[src/hcd_pkg.sv]
// Shared types, constants and helpers for the HTTP chunked decoder.
// No dependencies; imported by hcd_hdr_scan and http_chunked_decoder.
`default_nettype none

package hcd_pkg;

  localparam int unsigned COUNT_BITS_DEF = 32;
  localparam int unsigned HEX_DIGIT_BITS = 4;

  localparam logic [7:0] CH_LF    = 8'h0a;
  localparam logic [7:0] CH_TAB   = 8'h09;
  localparam logic [7:0] CH_VT    = 8'h0b;
  localparam logic [7:0] CH_FF    = 8'h0c;
  localparam logic [7:0] CH_CR    = 8'h0d;
  localparam logic [7:0] CH_SPACE = 8'h20;
  localparam logic [7:0] CH_LOW_X = 8'h78;
  localparam logic [7:0] CH_UP_X  = 8'h58;

  // Progress of the digit scan on one header line.
  typedef enum logic [1:0] {
    SM_LEAD   = 2'd0,
    SM_ZERO   = 2'd1,
    SM_DIGITS = 2'd2,
    SM_END    = 2'd3
  } scan_mode_t;

  typedef struct packed {
    scan_mode_t mode_nxt;
    logic       line_end;
    logic       digit_ovf;
  } scan_res_t;

  function automatic logic is_skip_space(input logic [7:0] c);
    return (c == CH_SPACE) || (c == CH_TAB) || (c == CH_VT) ||
           (c == CH_FF) || (c == CH_CR);
  endfunction

  function automatic logic is_hex(input logic [7:0] c);
    return ((c >= 8'h30) && (c <= 8'h39)) ||
           ((c >= 8'h61) && (c <= 8'h66)) ||
           ((c >= 8'h41) && (c <= 8'h46));
  endfunction

  // Value of a hex digit; only meaningful when is_hex() holds.
  function automatic logic [HEX_DIGIT_BITS-1:0] hex_val(input logic [7:0] c);
    logic [7:0] v;
    if (c <= 8'h39) begin
      v = c - 8'h30;
    end else if (c >= 8'h61) begin
      v = c - 8'h57;
    end else begin
      v = c - 8'h37;
    end
    return v[HEX_DIGIT_BITS-1:0];
  endfunction

endpackage

`default_nettype wire

[src/hcd_hdr_scan.sv]
// Header line scanner: next digit-scan mode and accumulated length per byte.
// Depends on hcd_pkg.
`default_nettype none

module hcd_hdr_scan
  import hcd_pkg::*;
#(
  parameter int unsigned COUNT_BITS = COUNT_BITS_DEF
) (
  input  logic [7:0]            data_byte,
  input  logic [COUNT_BITS-1:0] hdr_value,
  input  scan_mode_t            scan_mode,
  output logic [COUNT_BITS-1:0] hdr_value_nxt,
  output scan_res_t             res
);

  logic                      hex;
  logic [HEX_DIGIT_BITS-1:0] dval;
  logic                      take;
  logic                      ovf;

  assign hex  = is_hex(data_byte);
  assign dval = hex_val(data_byte);

  always_comb begin
    take         = 1'b0;
    res.mode_nxt = scan_mode;
    res.line_end = 1'b0;
    if (data_byte == CH_LF) begin
      res.line_end = 1'b1;
      res.mode_nxt = SM_LEAD;
    end else begin
      case (scan_mode)
        SM_LEAD: begin
          if (!is_skip_space(data_byte)) begin
            if (hex && (dval == '0)) begin
              res.mode_nxt = SM_ZERO;
            end else if (hex) begin
              take         = 1'b1;
              res.mode_nxt = SM_DIGITS;
            end else begin
              res.mode_nxt = SM_END;
            end
          end
        end
        SM_ZERO: begin
          if ((data_byte == CH_LOW_X) || (data_byte == CH_UP_X)) begin
            res.mode_nxt = SM_DIGITS;
          end else if (hex) begin
            take         = 1'b1;
            res.mode_nxt = SM_DIGITS;
          end else begin
            res.mode_nxt = SM_END;
          end
        end
        SM_DIGITS: begin
          if (hex) begin
            take = 1'b1;
          end else begin
            res.mode_nxt = SM_END;
          end
        end
        default: begin
        end
      endcase
    end
    // Shifting in a digit overflows exactly when the top nibble is nonzero.
    res.digit_ovf = take && (|hdr_value[COUNT_BITS-1 -: HEX_DIGIT_BITS]);
  end

  assign ovf = res.digit_ovf;

  always_comb begin
    if (res.line_end) begin
      hdr_value_nxt = '0;
    end else if (ovf) begin
      hdr_value_nxt = '1;
    end else if (take) begin
      hdr_value_nxt = {hdr_value[COUNT_BITS-HEX_DIGIT_BITS-1:0], dval};
    end else begin
      hdr_value_nxt = hdr_value;
    end
  end

endmodule

`default_nettype wire

[src/http_chunked_decoder.sv]
// HTTP chunked transfer decoder, top level.
// Depends on hcd_pkg and hcd_hdr_scan.
//
// Usage: one raw byte of a chunked body enters per transfer on the in_
// channel (valid/ready). Each byte produces exactly one result on the out_
// channel: the byte with out_is_payload set when it belongs to a chunk body
// (out_out_byte is zero otherwise), out_stream_done once a zero-length chunk
// header has ended, and out_length_overflow once any header length saturated
// at 2^COUNT_BITS-1.
// Path: an accepted byte enters the input register; its result is then
// registered in the result register, from which it is offered.
// Throughput: one byte per cycle while the receiver keeps up; a header byte
// costs a hex digit shift and a saturation check, a body byte a decrement of the body counter.
// Reset (synchronous, rst_n low) empties both registers and returns the
// parser to the start of a header line with no overflow recorded.
// When the receiver stalls, the result register holds; the input register
// still takes one more byte, and in_ready drops once both are full. No
// byte is lost or repeated.
`default_nettype none

module http_chunked_decoder
  import hcd_pkg::*;
#(
  parameter int unsigned COUNT_BITS = COUNT_BITS_DEF
) (
  input  logic       clk,
  input  logic       rst_n,
  input  logic       in_valid,
  output logic       in_ready,
  input  logic [7:0] in_data_byte,
  output logic       out_valid,
  input  logic       out_ready,
  output logic [7:0] out_out_byte,
  output logic       out_is_payload,
  output logic       out_stream_done,
  output logic       out_length_overflow
);

  typedef enum logic [2:0] {
    PH_HEADER   = 3'd0,
    PH_BODY     = 3'd1,
    PH_TRAIL_CR = 3'd2,
    PH_TRAIL_LF = 3'd3,
    PH_DONE     = 3'd4
  } phase_t;

  logic                  in_valid_r;
  logic [7:0]            in_byte_r;
  logic                  out_valid_r;
  logic [7:0]            out_byte_r,   out_byte_nxt;
  logic                  payload_r,    payload_nxt;
  logic                  done_r;
  logic                  overflow_r,   overflow_nxt;
  phase_t                phase_r,      phase_nxt;
  logic [COUNT_BITS-1:0] body_left_r,  body_left_nxt;
  logic [COUNT_BITS-1:0] hdr_value_r,  hdr_value_nxt;
  scan_mode_t            scan_mode_r,  scan_mode_nxt;

  logic                  can_out;
  logic                  step;
  logic [COUNT_BITS-1:0] scan_value;
  scan_res_t             scan;

  assign can_out  = !out_valid_r || out_ready;
  assign step     = in_valid_r && can_out;
  assign in_ready = !in_valid_r || step;

  hcd_hdr_scan #(
    .COUNT_BITS(COUNT_BITS)
  ) u_scan (
    .data_byte     (in_byte_r),
    .hdr_value     (hdr_value_r),
    .scan_mode     (scan_mode_r),
    .hdr_value_nxt (scan_value),
    .res           (scan)
  );

  always_comb begin
    phase_nxt     = phase_r;
    body_left_nxt = body_left_r;
    hdr_value_nxt = hdr_value_r;
    scan_mode_nxt = scan_mode_r;
    overflow_nxt  = overflow_r;
    payload_nxt   = 1'b0;
    case (phase_r)
      PH_BODY: begin
        payload_nxt   = 1'b1;
        body_left_nxt = body_left_r - 1'b1;
        if (body_left_r == {{(COUNT_BITS-1){1'b0}}, 1'b1}) begin
          phase_nxt = PH_TRAIL_CR;
        end
      end
      PH_TRAIL_CR: begin
        phase_nxt = PH_TRAIL_LF;
      end
      PH_TRAIL_LF: begin
        phase_nxt     = PH_HEADER;
        hdr_value_nxt = '0;
        scan_mode_nxt = SM_LEAD;
      end
      PH_DONE: begin
      end
      default: begin
        hdr_value_nxt = scan_value;
        scan_mode_nxt = scan.mode_nxt;
        overflow_nxt  = overflow_r || scan.digit_ovf;
        if (scan.line_end) begin
          if (hdr_value_r == '0) begin
            phase_nxt = PH_DONE;
          end else begin
            body_left_nxt = hdr_value_r;
            phase_nxt     = PH_BODY;
          end
        end else begin
          phase_nxt = PH_HEADER;
        end
      end
    endcase
    out_byte_nxt = payload_nxt ? in_byte_r : 8'h00;
  end

  always_ff @(posedge clk) begin
    if (!rst_n) begin
      in_valid_r  <= 1'b0;
      out_valid_r <= 1'b0;
      phase_r     <= PH_HEADER;
      body_left_r <= '0;
      hdr_value_r <= '0;
      scan_mode_r <= SM_LEAD;
      overflow_r  <= 1'b0;
      payload_r   <= 1'b0;
      done_r      <= 1'b0;
    end else begin
      if (in_ready) begin
        in_valid_r <= in_valid;
      end
      if (can_out) begin
        out_valid_r <= in_valid_r;
      end
      if (step) begin
        phase_r     <= phase_nxt;
        body_left_r <= body_left_nxt;
        hdr_value_r <= hdr_value_nxt;
        scan_mode_r <= scan_mode_nxt;
        overflow_r  <= overflow_nxt;
        payload_r   <= payload_nxt;
        done_r      <= (phase_nxt == PH_DONE);
      end
    end
  end

  always_ff @(posedge clk) begin
    if (in_valid && in_ready) begin
      in_byte_r <= in_data_byte;
    end
    if (step) begin
      out_byte_r <= out_byte_nxt;
    end
  end

  assign out_valid           = out_valid_r;
  assign out_out_byte        = out_byte_r;
  assign out_is_payload      = payload_r;
  assign out_stream_done     = done_r;
  assign out_length_overflow = overflow_r;

  a_body_nonzero: assert property (@(posedge clk) disable iff (!rst_n)
    phase_r == PH_BODY |-> body_left_r != '0)
    else $error("body phase entered with an empty byte count");

  a_done_sticky: assert property (@(posedge clk) disable iff (!rst_n)
    phase_r == PH_DONE |=> phase_r == PH_DONE)
    else $error("parser left the done phase");

  a_ovf_sticky: assert property (@(posedge clk) disable iff (!rst_n)
    overflow_r |=> overflow_r)
    else $error("overflow flag cleared without reset");

  a_body_payload: assert property (@(posedge clk) disable iff (!rst_n)
    step && phase_r == PH_BODY |=> out_valid_r && payload_r)
    else $error("body byte not marked as payload");

  a_zero_byte: assert property (@(posedge clk) disable iff (!rst_n)
    out_valid_r && !payload_r |-> out_byte_r == 8'h00)
    else $error("non-payload result carries a nonzero byte");

endmodule

`default_nettype wire
[config.mk]
export PLATFORM = sky130hd
export DESIGN_NAME = http_chunked_decoder
export DESIGN_NICKNAME = d
export VERILOG_FILES = /design/src/hcd_pkg.sv /design/src/hcd_hdr_scan.sv /design/src/http_chunked_decoder.sv
export SDC_FILE = /design/constraint.sdc
export NUM_CORES = 1
export LEC_CHECK = 0
export ABC_CLOCK_PERIOD_IN_PS = 4120
export BUFFER_PORTS_ARGS = -buffer_cell sky130_fd_sc_hd__buf_2
export CAP_MARGIN = 20
export CORE_MARGIN = 2
export CORE_UTILIZATION = 58
export DETAILED_ROUTE_END_ITERATION = 8
export HOLD_SLACK_MARGIN = 0.1
export PLACE_DENSITY = 0.73
export SYNTH_ARGS = -nofsm -noshare
export SYNTH_HDL_FRONTEND = slang
export SYNTH_SLANG_ARGS = --single-unit
[constraint.sdc]
create_clock -name clk -period 4.12 [get_ports clk]
set_clock_uncertainty 0.2 [all_clocks]
set_input_delay 0.206 -clock clk [delete_from_list [all_inputs] [get_ports clk]]
set_output_delay 0.206 -clock clk [all_outputs]
set_load 0.005 [all_outputs]
Yosys cells after proc, flatten, opt, wreduce, memory -nomap -nowiden
Cells that the tools add are included.
{"block": "word_totals", "ff_bits": 90, "output_inout_bits": 13, "elab_cells": 105}
{"block": "op_classes", "addsub": 4, "order_cmp": 6, "eq_ne": 19, "mux": 29, "bitwise_logic": 3, "n_reduce_logical": 33}
{"op": "two-way mux 32 bit", "count": 5}
{"op": "one-hot mux 32 bit (2 select lines)", "count": 2}
{"op": "equality test 8 x 4 -> 1 bit, second input constant", "count": 5}
{"op": "equality test 32 x 1 -> 1 bit, second input constant", "count": 1}
{"op": "logical NOT 32 bit", "count": 1}
{"op": "subtractor 32 x 1 -> 32 bit, second input constant", "count": 1}
{"op": "equality test 8 x 7 -> 1 bit, second input constant", "count": 2}
{"op": ">= comparator 8 x 7 -> 1 bit, second input constant", "count": 2}
{"op": "less-or-equal comparator 8 x 7 -> 1 bit, second input constant", "count": 2}
{"op": "one-hot mux 3 bit (4 select lines)", "count": 1}
{"op": "logical OR 1 bit", "count": 10}
{"op": "two-way mux 1 bit", "count": 9}
{"op": "two-way mux 3 bit", "count": 3}
{"op": "equality test 8 x 6 -> 1 bit, second input constant", "count": 1}
{"op": ">= comparator 8 x 6 -> 1 bit, second input constant", "count": 1}
{"op": "less-or-equal comparator 8 x 6 -> 1 bit, second input constant", "count": 1}
{"op": "two-way mux 2 bit", "count": 4}
{"op": "two-way mux 4 bit", "count": 2}
{"op": "OR reduction 4 bit", "count": 2}
{"op": "subtractor 4 x 3 -> 4 bit, second input constant", "count": 2}
{"op": "logical AND 1 bit", "count": 7}
{"op": "equality test 3 x 2 -> 1 bit, second input constant", "count": 2}
{"op": "equality test 3 bit, second input constant", "count": 2}
{"op": "one-hot mux 2 bit (3 select lines)", "count": 1}
{"op": "21 further kinds", "count": 25}

Longest topological paths before layout
Gate-level depths: netlist (run 1).
{"block": "logic_depth", "ltp_word": 13, "ltp_mapped": 9, "mapped_depth_nobuf": 8}

By module
From an unflattened synthesis (run 1), not the netlist that was laid out.
{"block": "unflattened", "cells_unflattened": 716, "area_unflattened_um2": 5710.5}
{"module": "http_chunked_decoder", "instances": 1, "cells_each": 533, "area_each_um2": 4483.0, "seq_area_each_um2": 1961.9}
{"module": "hcd_hdr_scan", "instances": 1, "cells_each": 183, "area_each_um2": 1227.4, "seq_area_each_um2": 0.0}

Worst setup path before layout (run 1)
No wires, ideal clock.
{"block": "synth_path", "path_kind": "flip-flop to flip-flop", "start": "register in_byte_r[0]", "end": "register hdr_value_r[3]", "setup_ns": 0.070, "arrival_time_ns": 2.428, "required_time_ns": 3.850, "setup_slack_ns": 1.422, "path_stages_with_launch": 10, "path_cell_list": "edfxtp_1 inv_1 ha_1 o21bai_1 a21boi_1 mux2_4 a31o_1 a2111o_1 buf_2 o2bb2ai_1"}
{"block": "synth_between", "elab_chain_cells": 13, "word_cells_on_any_way": 45, "cone_classes": "add/sub (3); order compare (6); eq/ne (8); mux (13); reduce/logical (15)"}
{"element": "start, declared", "line_no": "http_chunked_decoder.sv:48", "text": "logic [7:0] in_byte_r;"}
{"element": "start signal, assigned", "line_no": "http_chunked_decoder.sv:154", "text": "in_byte_r <= in_data_byte;"}
{"element": ">= comparator 8 x 7 -> 1 bit, or another cell as far along", "line_no": "hcd_pkg.sv:40, hcd_pkg.sv:49"}
{"element": "two-way mux 4 bit, or another cell as far along", "line_no": "hcd_pkg.sv:49", "text": "end else if (c >= 8'h61) begin"}
{"element": "two-way mux 4 bit or logical OR 1 bit (tied branches)", "line_no": "hcd_pkg.sv:47, hcd_pkg.sv:39"}
{"element": "logical NOT 4 bit or logical OR 1 bit (tied branches)", "line_no": "hcd_hdr_scan.sv:36, hcd_pkg.sv:40"}
{"element": "logical AND 1 bit or two-way mux 1 bit (tied branches)"}
{"element": "two-way mux 1 bit", "line_no": "hcd_hdr_scan.sv:36", "text": "if (hex && (dval == '0)) begin"}
{"element": "two-way mux 1 bit", "line_no": "hcd_hdr_scan.sv:35", "text": "if (!is_skip_space(data_byte)) begin"}
{"element": "one-hot mux 1 bit (3 select lines)", "line_no": "hcd_hdr_scan.sv:33", "text": "case (scan_mode)"}
{"element": "two-way mux 1 bit", "line_no": "hcd_hdr_scan.sv:29", "text": "if (data_byte == CH_LF) begin"}
{"element": "logical AND 1 bit", "line_no": "hcd_hdr_scan.sv:68", "text": "res.digit_ovf = take && (|hdr_value[COUNT_BITS-1 -: HEX_DIGIT_BITS]);"}
{"element": "two-way mux 32 bit", "line_no": "hcd_hdr_scan.sv:76", "text": "end else if (ovf) begin"}
{"element": "two-way mux 32 bit", "line_no": "hcd_hdr_scan.sv:74", "text": "if (res.line_end) begin"}
{"element": "one-hot mux 32 bit (2 select lines)", "line_no": "http_chunked_decoder.sv:85", "text": "case (phase_r)"}
{"element": "end signal, assigned", "line_no": "http_chunked_decoder.sv:143", "text": "hdr_value_r <= hdr_value_nxt;"}
{"element": "end, declared", "line_no": "http_chunked_decoder.sv:56", "text": "logic [COUNT_BITS-1:0] hdr_value_r, hdr_value_nxt;"}
Several ways; a longest one is shown, not always the timed one. The select of a mux whose other input is x is not followed.
A chain may end at the register's enable or synchronous reset.

Worst setup path in the final report (run 1)
{"block": "layout_path", "start": "register in_byte_r[1]", "end": "register hdr_value_r[2]"}
Same word-level chain as after synthesis.

==> results of run 1 <==
cells in the mapped netlist, types with 7 or more instances:
| library cell | number |
|---|---|
| o2bb2ai_1 | 33 |
| nand2_1 | 44 |
| edfxtp_1 | 16 |
| o31ai_1 | 18 |
| dfxtp_1 | 74 |
| inv_1 | 12 |
| a31oi_1 | 20 |
| clkbuf_1 | 22 |
| and3_1 | 11 |
| nand3_1 | 17 |
| nand4_1 | 9 |
| ha_1 | 11 |
| a31o_2 | 7 |
| nor3_1 | 18 |
| o21ai_0 | 23 |
| a21oi_1 | 22 |
| nor4_1 | 10 |
| buf_2 | 8 |
| nor2_1 | 63 |
flip-flops by register name, indices dropped and copies added (netlist names):
register,cells
body_left_r,32
hdr_value_r,32
in_byte_r,8
in_valid_r,1
out_is_payload,1
out_length_overflow,1
out_out_byte,8
out_stream_done,1
out_valid,1
phase_r,3
scan_mode_r,2
logic make-up after synthesis:
| family | synth area share |
|---|---|
| adders and majority gates | 0.0278 |
| DFF | 0.396 |
| buffers and inverters | 0.0543 |
| AOI/OAI and AO/OA | 0.294 |
| muxes | 0.00707 |
| and+or+nand+nor | 0.216 |
| xor gates and xnor gates | 0.00530 |
worst min-delay path, delay by kind of cell:
kind | cells | cell delay [ns]
buffers and inverters | 2 | 0.34
AO/OA/AOI/OAI | 1 | 0.16
path summary, 6_finish.rpt:
check                                            startpoint                          endpoint  slack (ns)
worst max-delay path                 in_byte_r[1]$_DFFE_PP_       hdr_value_r[2]$_SDFFE_PN0P_        0.73
worst min-delay path                                  rst_n  out_length_overflow$_SDFFE_PN0P_        0.20
worst max register to register       in_byte_r[1]$_DFFE_PP_       hdr_value_r[2]$_SDFFE_PN0P_        0.73
worst min register to register  out_is_payload$_SDFFE_PN0P_       out_is_payload$_SDFFE_PN0P_        0.26
stage by stage:
stage / total power, mW / setup WS [ns]
finish: 1.81 / 0.727
global route: 1.88 / 0.507
CTS: 1.81 / 0.773
detailed placement: 1.21 / 0.850
global placement: 1.21 / 0.987
floorplan: 1.15 / 1.42
per-layer routing:
layer,wire (um),up-vias,GRT usage,share of wire
met1,6160,2126,0.470,0.47
li1,-,2173,-,-
met5,0,-,0,0
met2,5550,224,0.426,0.43
met4,146,0,0.0810,0.011
met3,1200,17,0.0450,0.092
final cells by class:
class	instances	area, um2	share of cell area
well taps	105	131	0.0245
clock buffers	12	176	0.0329
flip-flops and latches	90	1960	0.366
multi-input cells	419	2730	0.509
repair buffers	42	283	0.0528
inverters	15	56.3	0.0105
clock inverters	3	20.0	0.00374
power groups by stage:
stage / Combinational, mW / Clock (mW) / Sequential [mW]
after detailed placement: 0.256 / 0 / 0.956
after floorplan: 0.203 / 0 / 0.947
after global routing: 0.300 / 0.641 / 0.940
final: 0.272 / 0.604 / 0.936
after global placement: 0.253 / 0 / 0.955
after CTS: 0.265 / 0.611 / 0.936
what timing repair did:
item,4_1_cts,5_1_grt
hold endpoints to repair,10,0
buffers inserted,0,0
hold buffers,11,0
==> run metrics, run 1 <==
crit-path max FO 32; switch share 0.287; peak per-stage delay on the critical path 0.82 ns; DR WL/cell 19.0 um; TritonCTS Buffers 9; pin count of the biggest net entering global routing 56; largest area contributor in the netlist dfxtp_1; initial core utilization 0.600; Post-Syn Area per Cell 8.79 um2; Peak VDD IR 218 uV; ys async rst share 0; Final HPWL DP 8.61 mm; Post-synth EDFFs 16; # resized after CTS 0; HP Class input port to flip-flop; minimum clock period 3.39 ns; CTS tree done; total grt overflow 0; leakage power 1.89 nW; Gate power share 0.150; WP depth 8; Boundary Pins 25; CTS Sinks 90; top cell type's share of synthesized area 0.299; Post-Syn Area 4960 um2; final period utilization 0.824; yosys warns 0; CP bufs+invs 1; Finish-stage setup viols 0; main area contributors after synthesis dfxtp_1 30%, edfxtp_1 9.7%, o2bb2ai_1 5.8%; crit-path cells inv_1 -> ha_1 -> o21bai_1 -> a21boi_1 -> mux2_4 -> a31o_1 -> a2111o_1 -> o2bb2ai_1; Critical Path RT 4.19 ns; antenna fix cells 0; Core Region 8260 um2; Initial DRT Pass Iterations 5; clock root buffer clkbuf_8; Pins Over Slew Limit 0; residual DRC count 0; cells on worst reg2reg path 8; Worst Setup Path Type flip-flop to flip-flop; clk_lat worst skew 0.36 ns; GRT Overall Usage 0.300; DIE WIDTH 96.5 um; Placement Cell Area 5050 um2; dpl cells 660; Final Hold Viols 0; Seq/Total Area, Yosys 0.396; slew margin rel. 0.329; first-pass GRT wire length 21.5 mm; clock slew at reported path FFs 0.09 ns; Layout Cells excl Fill 686; commonest cells after routing, fill and taps aside 74 x dfxtp_1, 62 x nor2_1, 44 x nand2_1; antenna violations before repair 0; Detailed Route WL 13.0 mm; Power per Cell Area 338 nW/um2; Post-synth top flop dfxtp_1; GPL Wtd Cong 0.957; Sum Neg Setup Slack 0 ns; nets 600; Die Area 9300 um2; critical path's slowest cell a2111o_1; Worst Setup End Kind flip-flop; Avg Vias per Cell 6.62; synth unique cells 77; Fillers 719; crit path launch type flip-flop; Syn-to-layout area delta 8.08%; Mapped Cells 564; Die Y 96.5 um; hold path cells 3; fmax 0.295 GHz; Iteration-0 DRC Markers 516; vias in the first global route 4007; Int Power 1.29 mW; RSZ-0062 raised after global routing false; status completed; # rows 33; max-cap viol count 0; utilization after layout 0.649; vias post-DR 4540; most common cell after layout, fill and taps aside dfxtp_1; Finished Cell Area 5360 um2; share of layout cells above drive strength 1 0.131; sequential power share 0.517; CP arrival 3.46 ns; port buffer count 24; hold slack 0.201 ns; Clk pwr share 0.333; Syn Nets 587; crit-path leading delay family compound AO/OA/AOI/OAI gates; synthesized flop and latch total 90; Switching Power 0.520 mW; Clock Path Buffers 2; worst slew pin tran 1.01 ns; H-tree lvl count 3; post-route ant nets 0
(Power assumes the default switching activity.)
==> run 2: changes to the inputs <==
--- a/config.mk
+++ b/config.mk
@@ -5,14 +5,15 @@
 export SDC_FILE = /design/constraint.sdc
 export NUM_CORES = 1
 export LEC_CHECK = 0
-export ABC_CLOCK_PERIOD_IN_PS = 4120
+export ABC_AREA = 1
+export ABC_CLOCK_PERIOD_IN_PS = 3120
 export BUFFER_PORTS_ARGS = -buffer_cell sky130_fd_sc_hd__buf_2
 export CAP_MARGIN = 20
 export CORE_MARGIN = 2
-export CORE_UTILIZATION = 58
+export CORE_UTILIZATION = 56
 export DETAILED_ROUTE_END_ITERATION = 8
 export HOLD_SLACK_MARGIN = 0.1
-export PLACE_DENSITY = 0.73
+export PLACE_DENSITY = 0.74
 export SYNTH_ARGS = -nofsm -noshare
 export SYNTH_HDL_FRONTEND = slang
 export SYNTH_SLANG_ARGS = --single-unit
==> constraint.sdc (replaced) <==
create_clock -name clk -period 3.12 [get_ports clk]
set_clock_uncertainty 0.2 [all_clocks]
set_input_delay 0.156 -clock clk [delete_from_list [all_inputs] [get_ports clk]]
set_output_delay 0.156 -clock clk [all_outputs]
set_load 0.005 [all_outputs]
==> run metrics, run 2 <==
status completed; antenna violations before repair 0 (unchanged); clock slew at reported path FFs 0.08 ns (about the same); Die Y 99.9 um (+3.6%); largest area contributor in the netlist dfxtp_1; Final Hold Viols 0 (unchanged); crit-path max FO 32 (unchanged); total grt overflow 0 (unchanged); Placement Cell Area 5300 um2 (+4.9%); clk_lat worst skew 0.37 ns (about the same); main area contributors after synthesis dfxtp_1 29%, nand2_1 12%, edfxtp_1 9.3%; commonest cells in the netlist 164 x nand2_1, 74 x dfxtp_1, 69 x nor2_1; clock root buffer clkbuf_8; Worst Setup Path Type flip-flop to flip-flop; CP arrival 2.88 ns (-0.58 ns); Top Registers body_left_r x32, hdr_value_r x32; Int Power 1.72 mW (+33%); TritonCTS Buffers 9 (unchanged); DIE WIDTH 99.9 um (+3.6%); Finished Cell Area 5630 um2 (+5.0%); CP Launch Point in_byte_r[0]$_DFFE_PP_; initial core utilization 0.569 (-0.0316); Critical Path RT 3.22 ns (-0.97 ns); Post-Synth Simple-Gate Area 0.284 (+0.0677); complex-gate fraction of the synthesized area 0.176 (-0.117); M3 GR Usage 0.0362 (-0.00878); met1 Use GR 0.335 (-0.136); Post-Synth XOR/XNOR Area 0.0408 (+0.0355); synthesized flop and latch total 90 (unchanged); slew margin rel. 0.604 (+0.275); Post-synth EDFFs 16 (unchanged); final period utilization 0.891 (+0.0675); most common cell after layout, fill and taps aside nand2_1; nets 760 (+27%); Avg Vias per Cell 5.41 (-18%); Detailed Route WL 12.0 mm (-8.3%); Initial DRT Pass Iterations 5 (unchanged); vias in the first global route 4378 (+9.3%); total power 2.42 mW (+34%); Power per Cell Area 431 nW/um2 (+27%); Clk pwr share 0.332 (about the same); worst slew pin tran 0.589 ns (-0.417 ns); residual DRC count 0 (unchanged); post-route ant nets 0 (unchanged); Switching Power 0.702 mW (+35%); hold slack 0.262 ns (+0.0607 ns); DR WL/cell 14.0 um (-26%); vias post-DR 4613 (+1.6%); pin count of the biggest net entering global routing 42 (-25%); GPL Wtd Cong 0.909 (-5.0%); H-tree lvl count 3 (unchanged); Post-CTS Setup Inserts 0 (unchanged); minimum clock period 2.78 ns (-0.613 ns); port buffer count 24 (unchanged); top cell type's share of synthesized area 0.287 (-0.0115); Post-Syn Area 5150 um2 (+4.0%); GRT Overall Usage 0.248 (-0.0514); hold_sp out_length_overflow$_SDFFE_PN0P_; r2r startpoint in_byte_r[0]$_DFFE_PP_; Post-Syn Area per Cell 7.24 um2 (-18%); Clock Path Buffers 2 (unchanged); Syn-to-layout area delta 9.17%; max-cap viol count 0 (unchanged); Worst Setup End Kind flip-flop; HP Class flip-flop to flip-flop; # resized after CTS 0 (unchanged); Iteration-0 DRC Markers 221 (-57%); Hold-fix buffers, CTS 13 (+2); mux share of post-synthesis cell area 0 (-0.00707); Post-synth top flop dfxtp_1; sequential power share 0.507 (-0.010); Peak VDD IR 231 uV (+5.9%); Seq/Total Area, Yosys 0.381 (-0.0152); switch share 0.290 (+0.00265); Sum Neg Setup Slack 0 ns (unchanged); largest family of logic cells by synthesized area simple AND/OR/NAND/NOR gates; fmax 0.360 GHz (+22%); leakage power 2.45 nW (+29%); Boundary Pins 25 (unchanged); commonest cells after routing, fill and taps aside 164 x nand2_1, 74 x dfxtp_1, 69 x nor2_1; # rows 35 (+6.1%); Die Area 9990 um2 (+7.4%); CTS tree done; post-synthesis adder-cell area fraction 0.0267 (-0.00106); ys async rst share 0 (unchanged); Mapped Cells 712 (+26%); count leader, synth nand2_1; yosys warns 0 (unchanged); routing usage on met2 0.416 (-0.0101); antenna fix cells 0 (unchanged); first-pass GRT wire length 20.2 mm (-6.1%); CTS Sinks 90 (unchanged); Finish-stage setup viols 0 (unchanged); RSZ-0062 raised after global routing false; crit path launch type flip-flop; share of layout cells above drive strength 1 0.187 (+0.0565); Pins Over Slew Limit 0 (unchanged); Syn Nets 735 (+25%); synth unique cells 39 (-49%); Gate power share 0.162 (+0.012); Core Region 9060 um2 (+9.8%); Top Usage Layer GRT met2; Final HPWL DP 8.17 mm (-5.1%)
-- run 2: metal layers --
layer	vias to the layer above	wire length, um
li1	2354	-
met1	2144	5590
met2	98	5760
met3	17	428
met4	0	184
met5	-	0
-- run 2: cell families after synthesis --
logic type                 Yosys count
and+or+nand+nor                    329
buffers and inverters              110
AOI/OAI and AO/OA                  148
DFF                                 90
adders and majority gates           11
xor gates and xnor gates            24
-- run 2: area by class of cell --
cell class                      instances  area [um2]
Sequential cell                        90        1960
Tap cell                              111         139
Clock buffer                           13         179
Fill cell                             785        3440
Clock inverter                          3        21.3
Inverter                               79         297
Multi-Input combinational cell        512        2720
Timing Repair Buffer                   45         310
-- run 2: metrics by stage --
stage | worst slack [ns] | utilization | cells
global placement | 0.456 | 0.584 | 824
global route | 0.0866 | 0.621 | 853
finish | 0.340 | 0.621 | 853
CTS | 0.355 | 0.621 | 853
detailed placement | 0.416 | 0.584 | 824
floorplan | 0.848 | - | 712
-- run 2: worst paths after layout --
| check | endpoint | slack (ns) | cells after the start |
|---|---|---|---|
| max reg2reg | hdr_value_r[12]$_SDFFE_PN0P_ | 0.34 | 17 |
| min | out_length_overflow$_SDFFE_PN0P_ | 0.26 | 2 |
| max | hdr_value_r[12]$_SDFFE_PN0P_ | 0.34 | 17 |
| min reg2reg | out_length_overflow$_SDFFE_PN0P_ | 0.26 | 2 |
-- run 2: critical path: stages (launching register included) --
cell and delay, ns:
edfxtp_1 0.45, inv_1 0.14, ha_1 0.25, a21oi_2 0.13, nand2_1 0.06, nand2_2 0.10, nand2_2 0.08, nand2_1 0.06
nand2_1 0.07, nor2_1 0.14, nand2_2 0.09, nand2_2 0.06, nand2_2 0.07, nand2_2 0.07, nand2_2 0.06, nand2_4 0.40
nand2_2 0.11, a21oi_2 0.16
-- run 2: power groups by stage --
stage / clock [mW] / combinational, mW / sequential [mW]
final: 0.804 / 0.391 / 1.23
after global placement: 0 / 0.367 / 1.25
after floorplan: 0 / 0.293 / 1.25
after detailed placement: 0 / 0.373 / 1.25
after CTS: 0.816 / 0.388 / 1.23
after global routing: 0.863 / 0.435 / 1.23
==> run 3: changes to the inputs <==
--- a/config.mk
+++ b/config.mk
@@ -6,14 +6,14 @@
 export NUM_CORES = 1
 export LEC_CHECK = 0
 export ABC_AREA = 1
-export ABC_CLOCK_PERIOD_IN_PS = 3120
+export ABC_CLOCK_PERIOD_IN_PS = 2900
 export BUFFER_PORTS_ARGS = -buffer_cell sky130_fd_sc_hd__buf_2
 export CAP_MARGIN = 20
 export CORE_MARGIN = 2
-export CORE_UTILIZATION = 56
+export CORE_UTILIZATION = 50
 export DETAILED_ROUTE_END_ITERATION = 8
 export HOLD_SLACK_MARGIN = 0.1
-export PLACE_DENSITY = 0.74
+export PLACE_DENSITY = 0.64
 export SYNTH_ARGS = -nofsm -noshare
 export SYNTH_HDL_FRONTEND = slang
 export SYNTH_SLANG_ARGS = --single-unit
==> constraint.sdc (replaced) <==
create_clock -name clk -period 2.9 [get_ports clk]
set_clock_uncertainty 0.2 [all_clocks]
set_input_delay 0.145 -clock clk [delete_from_list [all_inputs] [get_ports clk]]
set_output_delay 0.145 -clock clk [all_outputs]
set_load 0.005 [all_outputs]
==> run metrics, run 3 (synthesized netlist as in run 2, its figures left out) <==
Pins Over Slew Limit 0 (unchanged); Peak VDD IR 299 uV (+30%); utilization after layout 0.560 (-0.0605); antenna fix cells 0 (unchanged); Setup WS post-layout 0.226 ns (-0.114 ns); total power 2.59 mW (+6.7%); Die Y 106 um (+5.6%); Power per Cell Area 453 nW/um2 (+5.3%); commonest cells after routing, fill and taps aside 164 x nand2_1, 74 x dfxtp_1, 69 x nor2_1; Clock Path Buffers 2 (unchanged); Initial DRT Pass Iterations 5 (unchanged); Die Area 11100 um2 (+11%); first-pass GRT wire length 20.7 mm (+2.4%); Top Registers body_left_r x32, hdr_value_r x32; vias in the first global route 4412 (+0.78%); DIE WIDTH 106 um (+5.6%); GRT Overall Usage 0.228 (-0.0201); Core Region 10200 um2 (+12%); clock root buffer clkbuf_8; CP Launch Point in_byte_r[0]$_DFFE_PP_; most common cell after layout, fill and taps aside nand2_1; worst slew pin tran 0.750 ns (+0.161 ns); max-cap viol count 0 (unchanged); Finish-stage setup viols 0 (unchanged); Worst Setup Path Type flip-flop to flip-flop; Avg Vias per Cell 5.23 (-3.2%); crit path launch type flip-flop; Register Area 1960 um2 (unchanged); port buffer count 24 (unchanged); HP Class flip-flop to flip-flop; GPL Wtd Cong 0.873 (-3.9%); total grt overflow 0 (unchanged); antenna violations before repair 0 (unchanged); CP arrival 2.78 ns (-0.10 ns); Syn-to-layout area delta 10.7%; Fillers 994 (+27%); final period utilization 0.922 (+0.0310); H-tree lvl count 3 (unchanged); Detailed Route WL 12.1 mm (+1.4%); leakage power 2.46 nW (+0.44%); fmax 0.374 GHz (+4.0%); Sum Neg Setup Slack 0 ns (unchanged); hold slack 0.271 ns (+0.00868 ns); Worst Setup End Kind flip-flop; share of layout cells above drive strength 1 0.188 (+0.000336); pin count of the biggest net entering global routing 59 (+40%); dpl ws 0.200 ns (-0.216 ns); peak per-stage delay on the critical path 0.42 ns (-0.03 ns); slew margin rel. 0.499 (-0.105); Final HPWL DP 8.45 mm (+3.4%); status completed; residual DRC count 0 (unchanged); Iteration-0 DRC Markers 196 (-11%); # rows 37 (+5.7%); crit-path max FO 18 (-44%); DR WL/cell 13.7 um (-1.9%); vias post-DR 4617 (+0.087%); clk_lat worst skew 0.37 ns (about the same); CTS tree done; crit-path cells inv_1 -> ha_1 -> a21oi_2 -> nand2_1 -> nand2_2 -> nand2_2 -> nand2_1 -> nand2_1 -> nor2_1 -> nand2_2 -> nand2_2 -> nand2_2 -> nand2_2 -> nand2_2 -> nand2_8 -> buf_12 -> nand2_2 -> a21oi_2; hold_sp out_length_overflow$_SDFFE_PN0P_; initial core utilization 0.506 (-0.0625); Boundary Pins 25 (unchanged); Final Hold Viols 0 (unchanged); clock slew at reported path FFs 0.08 ns (about the same); Critical Path RT 3.00 ns (-0.22 ns); area of the multi-input gates 2730 um2 (+0.32%); CP bufs+invs 2 (+1); r2r startpoint in_byte_r[0]$_DFFE_PP_; critical path's slowest cell edfxtp_1; nets 764 (+0.53%); most used cell, CP nand2_2; minimum clock period 2.67 ns (-0.106 ns); TritonCTS Buffers 9 (unchanged); CTS Sinks 90 (unchanged); RSZ-0062 raised after global routing false; post-route ant nets 0 (unchanged); crit-path leading delay family simple AND/OR/NAND/NOR gates; R2R Setup Slk 0.23 ns (-0.11 ns)
run 3: cell count changes in the layout (fill, tap and decap cells not counted), moves of 2 or more:
cell / previous run / this run
clkbuf_8: 13 / 10
buf_4: 8 / 10
buf_12: 0 / 2
clkbuf_1: 0 / 3
run 3: metal layers:
layer / up-vias / GRT usage / part of all wire
met5: - / 0 / 0
met4: 0 / 0.0761 / 0.018
met3: 19 / 0.0315 / 0.030
met2: 74 / 0.391 / 0.49
met1: 2161 / 0.296 / 0.46
li1: 2363 / - / -
run 3: layout make-up:
class | instances | area share
Timing Repair Buffer | 49 | 0.0640
Inverter | 79 | 0.0520
Multi-Input combinational cell | 512 | 0.478
Clock inverter | 2 | 0.00175
Sequential cell | 90 | 0.344
Tap cell | 136 | 0.0298
Clock buffer | 14 | 0.0305
run 3: final timing paths:
path,end,cells past startpoint
max,hdr_value_r[21]$_SDFFE_PN0P_,18
min,out_length_overflow$_SDFFE_PN0P_,2
min reg2reg,out_length_overflow$_SDFFE_PN0P_,2
max reg2reg,hdr_value_r[21]$_SDFFE_PN0P_,18
run 3: through the flow:
step                std cells  cell area (um2)
finish                    882             5710
global route              882             5710
CTS                       881             5690
detailed placement        852             5380
global placement          852             5380
floorplan                 712             5150
run 3: timing repair:
| action | in CTS | in global routing |
|---|---|---|
| hold buffers | 13 | 0 |
| gates resized for setup | 0 | 1 |
| setup endpoints to repair | 0 | 18 |
| buffers inserted | 0 | 1 |
| hold endpoints to repair | 29 | 0 |
run 3: where the power goes:
group	internal, mW	switching, mW	leakage, nW
sequential	1.30	0.0233	0.754
combinational	0.154	0.279	1.61
clock	0.386	0.446	0.0956
total	1.84	0.748	2.46
run 3: worst min-delay path: cells and delay by family, from the launching register on:
| family | cells | cell delay (ns) |
|---|---|---|
| AO/OA/AOI/OAI | 1 | 0.05 |
| buffers and inverters | 1 | 0.05 |
| flip-flops | 1 | 0.32 |
